## src/sv/mwc_pkg.sv

```systemverilog
package mwc_pkg;

   // Multiply-with-carry lane multipliers and the seeds in force after reset.
   localparam logic [15:0] MULT_Z = 16'd36969;
   localparam logic [15:0] MULT_W = 16'd18000;
   localparam logic [31:0] RESET_SEED_W = 32'd521288629;
   localparam logic [31:0] RESET_SEED_Z = 32'd362436069;

   // A bounded request gives up after this many draws.
   localparam int DRAW_LIMIT = 32;
   localparam int TRIES_WIDTH = $clog2(DRAW_LIMIT);
   localparam logic [TRIES_WIDTH-1:0] LAST_TRY = TRIES_WIDTH'(DRAW_LIMIT - 1);

   localparam int CSR_INDEX_WIDTH = 2;
   localparam logic [CSR_INDEX_WIDTH-1:0] CSR_SEED_W = 2'd0;
   localparam logic [CSR_INDEX_WIDTH-1:0] CSR_SEED_Z = 2'd1;

   localparam logic [3:0] OP_WORD32    = 4'd0;
   localparam logic [3:0] OP_WORD64    = 4'd1;
   localparam logic [3:0] OP_WORD16    = 4'd2;
   localparam logic [3:0] OP_WORD8     = 4'd3;
   localparam logic [3:0] OP_BIT       = 4'd4;
   localparam logic [3:0] OP_BELOW8    = 4'd5;
   localparam logic [3:0] OP_BELOW16   = 4'd6;
   localparam logic [3:0] OP_BELOW32   = 4'd7;
   localparam logic [3:0] OP_BELOW64   = 4'd8;
   localparam logic [3:0] OP_LOAD_SEED = 4'd9;
   localparam logic [3:0] OP_READ_SEED = 4'd10;

   // Source of one draw.
   typedef enum logic [1:0] {
      KIND_WORD,
      KIND_HALF,
      KIND_BYTE,
      KIND_BIT
   } kind_type;

   // Width to which a bound is truncated.
   typedef enum logic [1:0] {
      WIDTH_8,
      WIDTH_16,
      WIDTH_32,
      WIDTH_64
   } width_type;

   // What goes into the result register.
   typedef enum logic [1:0] {
      RES_ZERO,
      RES_CAND,
      RES_DIFF,
      RES_SEED
   } res_type;

   typedef struct packed {
      logic      accept;
      logic      load_seed;
      logic      setup;
      logic      bounded;
      width_type width;
      logic      draw_hi;
      logic      draw_lo;
      kind_type  kind;
      logic      keep_hi;
      logic      out_load;
      res_type   res_sel;
   } cmd_type;

   typedef struct packed {
      logic low_limit;
      logic lt;
   } status_type;

endpackage

```

## src/sv/mwc_random_generator.sv

```systemverilog
// Channel   Direction  Handshake              Payload
// req       in         req_valid / req_stall  req_operation[3:0], req_bound[63:0]
// rsp       out        rsp_valid / rsp_stall  rsp_value[63:0]
// csr       in         csr_valid / csr_ready  csr_index[1:0], csr_data[31:0]
//
// One item is worked at a time. After an item is accepted, a plain draw goes through setup and
// the low draw state (a 64-bit word through the high draw state first) to the finish state,
// which loads the result register; read seed, load seed and unused codes go straight to the
// finish state, and a bound under two goes from setup to it. The finish state waits while a
// stalled result is held. The next item is taken only after the result loads. A bounded draw
// repeats its draw states and a compare state, for at most 32 draws.
// Reset is synchronous and active high; it restores the default seeds and clears buffers.
// The result sits in an output register, so a stalled result holds only the next item back.
module mwc_random_generator (
   input  logic                                 clock,
   input  logic                                 reset,
   input  logic                                 req_valid,
   output logic                                 req_stall,
   input  logic [3:0]                           req_operation,
   input  logic [63:0]                          req_bound,
   output logic                                 rsp_valid,
   input  logic                                 rsp_stall,
   output logic [63:0]                          rsp_value,
   input  logic                                 csr_valid,
   output logic                                 csr_ready,
   input  logic [mwc_pkg::CSR_INDEX_WIDTH-1:0]  csr_index,
   input  logic [31:0]                          csr_data
);

   mwc_pkg::cmd_type    cmd;
   mwc_pkg::status_type status;

   // Seed registers take a write in any cycle, so the port never holds off.
   assign csr_ready = 1'b1;

   // The controller sequences setup, draws, the rejection test and the result load.
   mwc_ctrl u_ctrl (
      .clock         (clock),
      .reset         (reset),
      .req_valid     (req_valid),
      .req_stall     (req_stall),
      .req_operation (req_operation),
      .rsp_valid     (rsp_valid),
      .rsp_stall     (rsp_stall),
      .cmd           (cmd),
      .status        (status)
   );

   // The datapath holds both lanes, the narrow buffers, the bound and the result.
   mwc_dp u_dp (
      .clock     (clock),
      .reset     (reset),
      .cmd       (cmd),
      .status    (status),
      .req_bound (req_bound),
      .csr_valid (csr_valid),
      .csr_index (csr_index),
      .csr_data  (csr_data),
      .rsp_value (rsp_value)
   );

endmodule

```

## src/sv/mwc_dp.sv

```systemverilog
module mwc_dp (
   input  logic                                 clock,
   input  logic                                 reset,
   input  mwc_pkg::cmd_type                     cmd,
   output mwc_pkg::status_type                  status,
   input  logic [63:0]                          req_bound,
   input  logic                                 csr_valid,
   input  logic [mwc_pkg::CSR_INDEX_WIDTH-1:0]  csr_index,
   input  logic [31:0]                          csr_data,
   output logic [63:0]                          rsp_value
);

   logic [31:0] seed_w_ff, seed_z_ff;
   logic [31:0] lane_w_ff, lane_w_in, lane_z_ff, lane_z_in;
   logic        half_left_ff, half_left_in;
   logic [31:0] half_buf_ff, half_buf_in;
   logic [1:0]  byte_left_ff, byte_left_in;
   logic [31:0] byte_buf_ff, byte_buf_in;
   logic [4:0]  bit_left_ff, bit_left_in;
   logic [31:0] bit_buf_ff, bit_buf_in;
   logic [63:0] bound_ff, limit_ff, limit_in, mask_ff, mask_in;
   logic [63:0] cand_ff, cand_in, value_ff, value_in;

   logic [31:0] z_next, w_next, word;
   logic [31:0] draw_val;
   logic        need_word;
   logic        draw_any;
   logic [63:0] masked, diff;

   // Smallest all-ones mask that covers v.
   function automatic logic [63:0] cover_mask(input logic [63:0] v);
      logic [63:0] m;
      m = v;
      m = m | (m >> 1);
      m = m | (m >> 2);
      m = m | (m >> 4);
      m = m | (m >> 8);
      m = m | (m >> 16);
      m = m | (m >> 32);
      return m;
   endfunction

   // One step of both lanes.
   assign z_next = {16'd0, mwc_pkg::MULT_Z} * {16'd0, lane_z_ff[15:0]}
                 + {16'd0, lane_z_ff[31:16]};
   assign w_next = {16'd0, mwc_pkg::MULT_W} * {16'd0, lane_w_ff[15:0]}
                 + {16'd0, lane_w_ff[31:16]};
   assign word   = {z_next[15:0], 16'd0} + w_next;

   assign draw_any = cmd.draw_hi | cmd.draw_lo;

   always_comb begin
      half_left_in = half_left_ff;
      half_buf_in  = half_buf_ff;
      byte_left_in = byte_left_ff;
      byte_buf_in  = byte_buf_ff;
      bit_left_in  = bit_left_ff;
      bit_buf_in   = bit_buf_ff;
      need_word    = 1'b0;
      draw_val     = word;
      case (cmd.kind)
         mwc_pkg::KIND_WORD: begin
            need_word = 1'b1;
         end
         mwc_pkg::KIND_HALF: begin
            if (half_left_ff) begin
               half_left_in = 1'b0;
               half_buf_in  = half_buf_ff >> 16;
               draw_val     = {16'd0, half_buf_ff[31:16]};
            end else begin
               need_word    = 1'b1;
               half_left_in = 1'b1;
               half_buf_in  = word;
               draw_val     = {16'd0, word[15:0]};
            end
         end
         mwc_pkg::KIND_BYTE: begin
            if (byte_left_ff != 2'd0) begin
               byte_left_in = byte_left_ff - 2'd1;
               byte_buf_in  = byte_buf_ff >> 8;
               draw_val     = {24'd0, byte_buf_ff[15:8]};
            end else begin
               need_word    = 1'b1;
               byte_left_in = 2'd3;
               byte_buf_in  = word;
               draw_val     = {24'd0, word[7:0]};
            end
         end
         mwc_pkg::KIND_BIT: begin
            if (bit_left_ff != 5'd0) begin
               bit_left_in = bit_left_ff - 5'd1;
               bit_buf_in  = bit_buf_ff >> 1;
               draw_val    = {31'd0, bit_buf_ff[1]};
            end else begin
               need_word   = 1'b1;
               bit_left_in = 5'd31;
               bit_buf_in  = word;
               draw_val    = {31'd0, word[0]};
            end
         end
         default: begin
            need_word = 1'b1;
         end
      endcase

      lane_w_in = lane_w_ff;
      lane_z_in = lane_z_ff;
      if (cmd.load_seed) begin
         lane_w_in    = seed_w_ff;
         lane_z_in    = seed_z_ff;
         half_left_in = 1'b0;
         half_buf_in  = '0;
         byte_left_in = '0;
         byte_buf_in  = '0;
         bit_left_in  = '0;
         bit_buf_in   = '0;
      end else if (draw_any && need_word) begin
         lane_w_in = w_next;
         lane_z_in = z_next;
      end
   end

   // The bound is truncated to the width of the request, then covered by a mask.
   always_comb begin
      case (cmd.width)
         mwc_pkg::WIDTH_8:  limit_in = {56'd0, bound_ff[7:0]};
         mwc_pkg::WIDTH_16: limit_in = {48'd0, bound_ff[15:0]};
         mwc_pkg::WIDTH_32: limit_in = {32'd0, bound_ff[31:0]};
         default:           limit_in = bound_ff;
      endcase
      mask_in = cmd.bounded ? cover_mask(limit_in) : '1;
   end

   assign status.low_limit = (limit_in[63:1] == 63'd0);

   assign masked    = cand_ff & mask_ff;
   assign diff      = masked - limit_ff;
   assign status.lt = (masked < limit_ff);

   always_comb begin
      cand_in = cand_ff;
      if (cmd.draw_hi) begin
         cand_in = {draw_val, 32'd0};
      end else if (cmd.draw_lo) begin
         cand_in = cmd.keep_hi ? {cand_ff[63:32], draw_val} : {32'd0, draw_val};
      end
      case (cmd.res_sel)
         mwc_pkg::RES_CAND: value_in = masked;
         mwc_pkg::RES_DIFF: value_in = diff;
         mwc_pkg::RES_SEED: value_in = {lane_z_ff, lane_w_ff};
         default:           value_in = '0;
      endcase
   end

   always_ff @(posedge clock) begin
      if (reset) begin
         seed_w_ff    <= mwc_pkg::RESET_SEED_W;
         seed_z_ff    <= mwc_pkg::RESET_SEED_Z;
         lane_w_ff    <= mwc_pkg::RESET_SEED_W;
         lane_z_ff    <= mwc_pkg::RESET_SEED_Z;
         half_left_ff <= 1'b0;
         half_buf_ff  <= '0;
         byte_left_ff <= '0;
         byte_buf_ff  <= '0;
         bit_left_ff  <= '0;
         bit_buf_ff   <= '0;
      end else begin
         if (csr_valid && csr_index == mwc_pkg::CSR_SEED_W) begin
            seed_w_ff <= csr_data;
         end
         if (csr_valid && csr_index == mwc_pkg::CSR_SEED_Z) begin
            seed_z_ff <= csr_data;
         end
         lane_w_ff <= lane_w_in;
         lane_z_ff <= lane_z_in;
         if (draw_any || cmd.load_seed) begin
            half_left_ff <= half_left_in;
            half_buf_ff  <= half_buf_in;
            byte_left_ff <= byte_left_in;
            byte_buf_ff  <= byte_buf_in;
            bit_left_ff  <= bit_left_in;
            bit_buf_ff   <= bit_buf_in;
         end
      end
   end

   always_ff @(posedge clock) begin
      if (cmd.accept) begin
         bound_ff <= req_bound;
      end
      if (cmd.setup) begin
         limit_ff <= limit_in;
         mask_ff  <= mask_in;
      end
      cand_ff <= cand_in;
      if (cmd.out_load) begin
         value_ff <= value_in;
      end
   end

   assign rsp_value = value_ff;

endmodule

```

## src/sv/mwc_ctrl.sv

```systemverilog
module mwc_ctrl (
   input  logic                clock,
   input  logic                reset,
   input  logic                req_valid,
   output logic                req_stall,
   input  logic [3:0]          req_operation,
   output logic                rsp_valid,
   input  logic                rsp_stall,
   output mwc_pkg::cmd_type    cmd,
   input  mwc_pkg::status_type status
);

   typedef enum logic [2:0] {
      ST_IDLE,
      ST_SETUP,
      ST_DRAW_HI,
      ST_DRAW_LO,
      ST_TEST,
      ST_FINISH
   } state_type;

   state_type                       state_ff, state_in;
   logic [3:0]                      op_ff, op_in;
   logic [mwc_pkg::TRIES_WIDTH-1:0] tries_ff, tries_in;
   mwc_pkg::res_type                res_sel_ff, res_sel_in;
   logic                            rsp_valid_ff, rsp_valid_in;
   logic                            accept, out_free, bounded, wide;

   function automatic mwc_pkg::kind_type kind_of(input logic [3:0] op);
      mwc_pkg::kind_type k;
      case (op)
         mwc_pkg::OP_WORD16, mwc_pkg::OP_BELOW16: k = mwc_pkg::KIND_HALF;
         mwc_pkg::OP_WORD8,  mwc_pkg::OP_BELOW8:  k = mwc_pkg::KIND_BYTE;
         mwc_pkg::OP_BIT:                         k = mwc_pkg::KIND_BIT;
         default:                                 k = mwc_pkg::KIND_WORD;
      endcase
      return k;
   endfunction

   function automatic mwc_pkg::width_type width_of(input logic [3:0] op);
      mwc_pkg::width_type w;
      case (op)
         mwc_pkg::OP_BELOW8:  w = mwc_pkg::WIDTH_8;
         mwc_pkg::OP_BELOW16: w = mwc_pkg::WIDTH_16;
         mwc_pkg::OP_BELOW32: w = mwc_pkg::WIDTH_32;
         default:             w = mwc_pkg::WIDTH_64;
      endcase
      return w;
   endfunction

   assign accept   = req_valid && !req_stall;
   assign out_free = !rsp_valid_ff || !rsp_stall;
   assign bounded  = (op_ff == mwc_pkg::OP_BELOW8)  || (op_ff == mwc_pkg::OP_BELOW16) ||
                     (op_ff == mwc_pkg::OP_BELOW32) || (op_ff == mwc_pkg::OP_BELOW64);
   assign wide     = (op_ff == mwc_pkg::OP_WORD64) || (op_ff == mwc_pkg::OP_BELOW64);

   always_comb begin
      state_in     = state_ff;
      op_in        = op_ff;
      tries_in     = tries_ff;
      res_sel_in   = res_sel_ff;
      rsp_valid_in = rsp_valid_ff && rsp_stall;

      cmd           = '0;
      cmd.bounded   = bounded;
      cmd.width     = width_of(op_ff);
      cmd.kind      = kind_of(op_ff);
      cmd.keep_hi   = wide;
      cmd.res_sel   = res_sel_ff;
      cmd.accept    = accept;
      cmd.load_seed = accept && (req_operation == mwc_pkg::OP_LOAD_SEED);

      case (state_ff)
         ST_IDLE: begin
            if (accept) begin
               op_in = req_operation;
               if (req_operation == mwc_pkg::OP_READ_SEED) begin
                  res_sel_in = mwc_pkg::RES_SEED;
                  state_in   = ST_FINISH;
               end else if (req_operation > mwc_pkg::OP_BELOW64) begin
                  res_sel_in = mwc_pkg::RES_ZERO;
                  state_in   = ST_FINISH;
               end else begin
                  state_in = ST_SETUP;
               end
            end
         end
         ST_SETUP: begin
            cmd.setup = 1'b1;
            tries_in  = '0;
            if (bounded && status.low_limit) begin
               res_sel_in = mwc_pkg::RES_ZERO;
               state_in   = ST_FINISH;
            end else begin
               state_in = wide ? ST_DRAW_HI : ST_DRAW_LO;
            end
         end
         ST_DRAW_HI: begin
            cmd.draw_hi = 1'b1;
            cmd.kind    = mwc_pkg::KIND_WORD;
            state_in    = ST_DRAW_LO;
         end
         ST_DRAW_LO: begin
            cmd.draw_lo = 1'b1;
            if (bounded) begin
               state_in = ST_TEST;
            end else begin
               res_sel_in = mwc_pkg::RES_CAND;
               state_in   = ST_FINISH;
            end
         end
         ST_TEST: begin
            if (status.lt) begin
               res_sel_in = mwc_pkg::RES_CAND;
               state_in   = ST_FINISH;
            end else if (tries_ff == mwc_pkg::LAST_TRY) begin
               res_sel_in = mwc_pkg::RES_DIFF;
               state_in   = ST_FINISH;
            end else begin
               tries_in = tries_ff + 1'b1;
               state_in = wide ? ST_DRAW_HI : ST_DRAW_LO;
            end
         end
         ST_FINISH: begin
            if (out_free) begin
               cmd.out_load = 1'b1;
               rsp_valid_in = 1'b1;
               state_in     = ST_IDLE;
            end
         end
         default: begin
            state_in = ST_IDLE;
         end
      endcase
   end

   always_ff @(posedge clock) begin
      if (reset) begin
         state_ff     <= ST_IDLE;
         op_ff        <= mwc_pkg::OP_WORD32;
         tries_ff     <= '0;
         res_sel_ff   <= mwc_pkg::RES_ZERO;
         rsp_valid_ff <= 1'b0;
      end else begin
         state_ff     <= state_in;
         op_ff        <= op_in;
         tries_ff     <= tries_in;
         res_sel_ff   <= res_sel_in;
         rsp_valid_ff <= rsp_valid_in;
      end
   end

   assign req_stall = (state_ff != ST_IDLE);
   assign rsp_valid = rsp_valid_ff;

`ifndef SYNTHESIS
   a_result_from_finish: assert property (@(posedge clock) disable iff (reset)
      $rose(rsp_valid_ff) |-> $past(state_ff == ST_FINISH))
      else $error("result raised outside the finish state");

   a_load_when_free: assert property (@(posedge clock) disable iff (reset)
      cmd.out_load |-> (!rsp_valid_ff || !rsp_stall))
      else $error("result register overwritten while still held");

   a_draw_limit: assert property (@(posedge clock) disable iff (reset)
      (state_ff == ST_TEST && !status.lt && tries_ff == mwc_pkg::LAST_TRY)
      |=> (state_ff == ST_FINISH && res_sel_ff == mwc_pkg::RES_DIFF))
      else $error("draw limit not honored");

   a_busy_after_accept: assert property (@(posedge clock) disable iff (reset)
      accept |=> req_stall)
      else $error("controller stayed idle after taking an item");
`endif

endmodule

```

## config.mk

```make
export PLATFORM = sky130hd
export DESIGN_NAME = mwc_random_generator
export DESIGN_NICKNAME = d
export VERILOG_FILES = /design/src/sv/mwc_pkg.sv /design/src/sv/mwc_random_generator.sv /design/src/sv/mwc_dp.sv /design/src/sv/mwc_ctrl.sv
export SDC_FILE = /design/constraint.sdc
export NUM_CORES = 2
export LEC_CHECK = 0
export ABC_CLOCK_PERIOD_IN_PS = 7200
export BUFFER_PORTS_ARGS = -buffer_cell sky130_fd_sc_hd__buf_2
export CAP_MARGIN = 40
export CORE_ASPECT_RATIO = 1.2
export CORE_MARGIN = 2
export CORE_UTILIZATION = 50
export DETAILED_ROUTE_END_ITERATION = 10
export PLACE_DENSITY = 0.69
export SLEW_MARGIN = 30
export SYNTH_ARGS = -nofsm -noshare
export SYNTH_HDL_FRONTEND = slang
export SYNTH_SLANG_ARGS = --single-unit
```

## constraint.sdc

```tcl
create_clock -name clock -period 7.2 [get_ports clock]
set_input_delay 1.44 -clock clock [delete_from_list [all_inputs] [get_ports clock]]
set_output_delay 1.44 -clock clock [all_outputs]
set_load 0.01 [all_outputs]
```

; ---- After elaboration in Yosys (flattened, before gate mapping)
; Cells that the tools add are included.
[word_totals]
register_bits = 567
out_inout_bits = 67
elab_cells = 180
[classes]
add_sub_neg = 7
multipliers = 2
order_cmp = 2
eq_ne = 34
muxes = 65
bitwise = 8
n_reduce_logical = 41
[op_table]
columns = cell, count
row1 = $mux 32, 13
row2 = $pmux 64 s3, 2
row3 = $mux 64, 3
row4 = $pmux 32 s3, 1
row5 = $and 64x64->64, 1
row6 = $lt 64x64->1, 1
row7 = $or 64x32->64, 1
row8 = $or 64x48->64, 1
row9 = $or 64x56->64, 1
row10 = $or 64x60->64, 1
row11 = $or 64x62->64, 1
row12 = $or 64x63->64, 1
row13 = $sub 64x64->64, 1
row14 = $logic_not 63->1, 1
row15 = $add 31x16->32, 1
row16 = $add 32x16->32, 1
row17 = $add 32x32->32, 1
row18 = $mul 16x16->32 const A, 1
row19 = $mul 11x16->27 const A, 1
row20 = $mux 5, 5
row21 = $mux 2, 11
row22 = $mux 3, 7
row23 = $pmux 3 s6, 1
row24 = $eq 4x3->1 const B, 4
row25 = other kinds (38), 97

; ---- Logic depth before layout (Yosys ltp)
[depth]
depth_word = 10
mapped_depth = 33

; ---- Hierarchy
; From an unflattened synthesis, not the netlist that was laid out.
[unflattened]
cells_unflattened = 3595
area_unflattened_um2 = 34525.6
[modules_own_cells]
columns = module, n_inst, cells_each, area_each_um2
row1 = mwc_dp, 1, 3466, 33524.7
row2 = mwc_ctrl, 1, 127, 989.7
row3 = mwc_random_generator, 1, 2, 11.3

; ---- Least setup slack after synthesis
; OpenSTA, ideal clock, no wires.
[synth_path]
path_kind = register to register
start = register u_dp.lane_w_ff[7]
end = register u_dp.half_buf_ff[31]
setup_ns = 0.062
arrival_ns = 7.708
path_slack_ns = -0.571
stages_incl_launch_ff = 29
path_buffers = 0
synth_period_minus_slack_ns = 7.771
path_cell_list = dfxtp_1 -> ha_1 -> ha_1 -> fa_1 -> fa_1 -> inv_1 -> fa_1 -> inv_1 -> ha_1 -> a21oi_2 -> o221ai_1 -> a21o_1 -> o211ai_2 -> or4b_4 -> or3b_4 -> nor4b_4 -> or2b_1 -> mux2i_1 -> xnor2_1 -> ha_1 -> and3_1 -> nand3_1 -> and4b_1 -> nor3_1 -> a41o_1 -> o41ai_1 -> a311o_1 -> or4b_2 -> nand3_1
[synth_via]
elab_chain_cells = 6
[synth_lines]
columns = element, line
row1 = from (decl), mwc_dp.sv:14  ; logic [31:0] lane_w_ff, lane_w_in, lane_z_ff, lane_z_in;
row2 = from (signal assigned), mwc_dp.sv:159  ; lane_w_ff <= mwc_pkg::RESET_SEED_W;
row3 = from (signal assigned), mwc_dp.sv:174  ; lane_w_ff <= lane_w_in;
row4 = $mul 11x16->27, mwc_dp.sv:46  ; assign w_next = {16'd0, mwc_pkg::MULT_W} * {16'd0, lane_w_ff[15:0]}
row5 = $add 31x16->32, mwc_dp.sv:47  ; + {16'd0, lane_w_ff[31:16]};
row6 = $add 32x32->32, mwc_dp.sv:48  ; assign word = {z_next[15:0], 16'd0} + w_next;
row7 = $mux 32, mwc_dp.sv:66  ; if (half_left_ff) begin
row8 = $mux 32, mwc_dp.sv:61  ; case (cmd.kind)
row9 = $mux 32, mwc_dp.sv:108  ; if (cmd.load_seed) begin
row10 = to (signal assigned), mwc_dp.sv:178  ; half_buf_ff <= half_buf_in;
row11 = to (decl), mwc_dp.sv:16  ; logic [31:0] half_buf_ff, half_buf_in;
; No other way between the ends. The select of a mux whose other input is x is not followed.
; A chain may end at the register's enable or synchronous reset.

; ---- Final worst setup path
[layout_path]
start = register u_dp.lane_w_ff[9]
end = register u_dp.half_buf_ff[31]
; Same word-level chain as after synthesis.

==> impl_metrics.env <==
export IMPL_status="complete, but fails checks"
export IMPL_failed_checks="setup timing"
export IMPL_layout_nets=4314
export IMPL_wl_per_cell_um=22.5
export IMPL_dr_pass1_iters=10
export IMPL_slew_viol_final=0
export IMPL_max_slew_worst_pin_slew_ps=967
export IMPL_rows=105
export IMPL_end_kind="flip-flop"
export IMPL_drv_cap=0
export IMPL_fin_tns_setup_ps=-141
export IMPL_drt_wl_total_um=106000
export IMPL_cp_arrival_ps=7880
export IMPL_crit_path_top_delay_cell="or4b_4"
export IMPL_synth_top_area_cell="edfxtp_1"
export IMPL_cpPeakStageDelay_ps=530
export IMPL_setup_viol=2
export IMPL_antenna_found_initial=4
export IMPL_grt_total_usage=0.297
export IMPL_min_period_ps=7310
export IMPL_cts_buffers=55
export IMPL_postPlaceCellArea_um2=37000
export IMPL_area_growth_pct=14.7
export IMPL_reg2reg_to="u_dp.half_buf_ff[31]"
export IMPL_hold_start="u_dp.cand_ff[1]"
export IMPL_viasPerCell=5.89
export IMPL_clockBufferDepth=3
export IMPL_yosysSeqAreaShare=0.402
export IMPL_cts_sinks=542
export IMPL_ys_top_cells_by_area="edfxtp_1, dfxtp_1, ha_1"
export IMPL_core_um2=68100
export IMPL_r2r_slack_ps=-110
export IMPL_clk_insertion_delay_late_ps=640
export IMPL_grt_pass1_vias=26571
export IMPL_cp_top_family="simple AND/OR/NAND/NOR gates"
export IMPL_fmax_mhz=137
export IMPL_hpwl_um=82100
export IMPL_io_buffers=172
export IMPL_r2r_start="u_dp.lane_w_ff[9]"
export IMPL_crit_type="reg2reg"
export IMPL_start_util=0.502
export IMPL_whs_path_depth=2
export IMPL_h_tree_depth=2
export IMPL_synth_edff_count=288
export IMPL_required_ps=7770
export IMPL_synth_top_area_frac=0.253
export IMPL_clock_skew_ps=48.9
export IMPL_yosys_warnings=0
export IMPL_hp_class="reg2reg"
export IMPL_syn_area_um2=34200
export IMPL_slew_headroom=0.338
export IMPL_tritoncts="built"
export IMPL_die_w_um=243
export IMPL_syn_nets=4098
export IMPL_holdBufCountCts=0
export IMPL_postLayoutCellArea_um2=39200
export IMPL_drc=0
export IMPL_pin_count=174
export IMPL_detail_route_antenna_nets=0
export IMPL_postSynth_asyncResetShare=0
export IMPL_drtIter0Drc=2535
export IMPL_period_share=1.02
export IMPL_ys_types=92
export IMPL_cp_max_fo=5
export IMPL_synth_cells=3565
export IMPL_vias=27910
export IMPL_grt_max_degree=111
export IMPL_synth_seq_cells=542
export IMPL_grt_overflow_total=0
export IMPL_syn_avg_cell_area_um2=9.59
export IMPL_die_area_um2=70500
export IMPL_start_kind="flip-flop"
export IMPL_gp_congestion=0.943
export IMPL_die_height_um=290
export IMPL_grt_setup_unrepaired="true"
export IMPL_grt_pass1_wl_um=160000
export IMPL_cts_root_buffer="clkbuf_16"
export IMPL_min_to="u_dp.cand_ff[1]"
export IMPL_ys_flop_type="edfxtp_1"
export IMPL_clk_pin_slew_ps=70
export IMPL_hold_viol=0
export IMPL_timing_critical_path_buf_inv=2
export IMPL_drive_above_1_share=0.144
export IMPL_r2r_cells=28
export IMPL_fin_ws_ps=-109
sequential cells by signal, summed over array words and instances (netlist names), 32 cells and up:
register and count:
u_dp.bound_ff 64, u_dp.cand_ff 64, u_dp.limit_ff 64, u_dp.mask_ff 64
u_dp.rsp_value 64, u_dp.lane_w_ff 32, u_dp.lane_z_ff 32, u_dp.seed_w_ff 32
u_dp.seed_z_ff 32
stage by stage:
step	util	hold slack, ps	setup WS, ps	std cells
2_1_floorplan	-	417	-3.06	3565
3_3_place_gp	0.542	431	-109	4621
3_5_place_dp	0.543	439	-213	4624
4_1_cts	0.572	455	-137	4729
5_1_grt	0.576	471	-379	4738
6_report	0.576	457	-109	4739
cells in the final DEF (no fill, tap or decap), types with 56 or more instances in the layout:
| cell | count |
|---|---|
| nand2_1 | 370 |
| ha_1 | 317 |
| inv_1 | 295 |
| edfxtp_1 | 288 |
| a21oi_1 | 260 |
| dfxtp_1 | 245 |
| nor2_1 | 237 |
| buf_2 | 172 |
| and2_1 | 139 |
| buf_4 | 137 |
| o21ai_0 | 111 |
| fa_1 | 87 |
| xnor2_1 | 84 |
| nand3_1 | 83 |
| mux2i_1 | 82 |
| clkbuf_16 | 58 |
| a22oi_1 | 57 |
| o22ai_1 | 57 |
| a21o_1 | 56 |
synthesized netlist by cell type, types with 20 or more instances:
| master | number |
|---|---|
| a21o_1 | 56 |
| a21oi_1 | 265 |
| a221oi_1 | 41 |
| a22o_1 | 20 |
| a22oi_1 | 60 |
| and2_1 | 139 |
| clkbuf_1 | 144 |
| dfxtp_1 | 254 |
| edfxtp_1 | 288 |
| fa_1 | 90 |
| ha_1 | 336 |
| inv_1 | 303 |
| mux2i_1 | 83 |
| nand2_1 | 372 |
| nand2b_1 | 26 |
| nand3_1 | 85 |
| nand4_1 | 22 |
| nor2_1 | 243 |
| nor2b_1 | 25 |
| nor3_1 | 50 |
| o211ai_1 | 20 |
| o21ai_0 | 116 |
| o21bai_1 | 38 |
| o22ai_1 | 57 |
| or2_2 | 26 |
| xnor2_1 | 87 |
| xor2_1 | 49 |
worst register-to-register path, delay by kind of cell, from the launching register on:
| kind | cells | cell delay, ps |
|---|---|---|
| muxes | 1 | 240 |
| buffers and inverters | 2 | 90 |
| DFF | 1 | 420 |
| xor gates and xnor gates | 1 | 150 |
| adders and majority gates | 7 | 2560 |
| AOI/OAI and AO/OA | 3 | 710 |
| and+or+nand+nor | 14 | 3110 |
how the worst max path moves through the flow:
stage,from,to,cells past startpoint
2_1_floorplan,u_dp.lane_w_ff[8],u_dp.half_buf_ff[31],29
3_3_place_gp,u_dp.lane_w_ff[9],u_dp.half_buf_ff[31],29
3_5_place_dp,u_dp.lane_w_ff[9],u_dp.half_buf_ff[31],29
4_1_cts,u_dp.lane_w_ff[5],u_dp.half_buf_ff[31],30
5_1_grt,u_dp.lane_w_ff[5],u_dp.half_buf_ff[31],30
6_report,u_dp.lane_w_ff[9],u_dp.half_buf_ff[31],28
kinds of logic after synthesis:
logic type	Yosys count	share of synthesized area
muxes	92	0.0273
buffers and inverters	463	0.0511
DFF	542	0.402
adders and majority gates	426	0.176
AOI/OAI and AO/OA	828	0.158
other	1	0.000110
and+or+nand+nor	1077	0.151
xor gates and xnor gates	136	0.0349
cell type report:
class                      count  area (µm²)
tap                          909        1140
clock buffer                  77        1630
clock inverter                27         280
sequential                   542       13800
inverter                     306        1150
timing repair buffer         316        2060
fill                        5955       28900
antenna                        2        5.00
multi-input combinational   2560       19200
per-layer routing:
layer,GRT usage,routed length [µm]
met5,0,19
met4,0.154,6580
met3,0.0379,6890
met2,0.497,50500
met1,0.377,42500
repair_timing:
action / CTS / global route
setup endpoints to repair: 13 / 36
pin swaps: 11 / 7
gates cloned: 0 / 0
gates resized for setup: 10 / 23
buffers inserted: 2 / 2
Power is left out: the tool's default activity adds up to more than one toggle a clock period on the data nets, which glitch-free logic cannot reach.
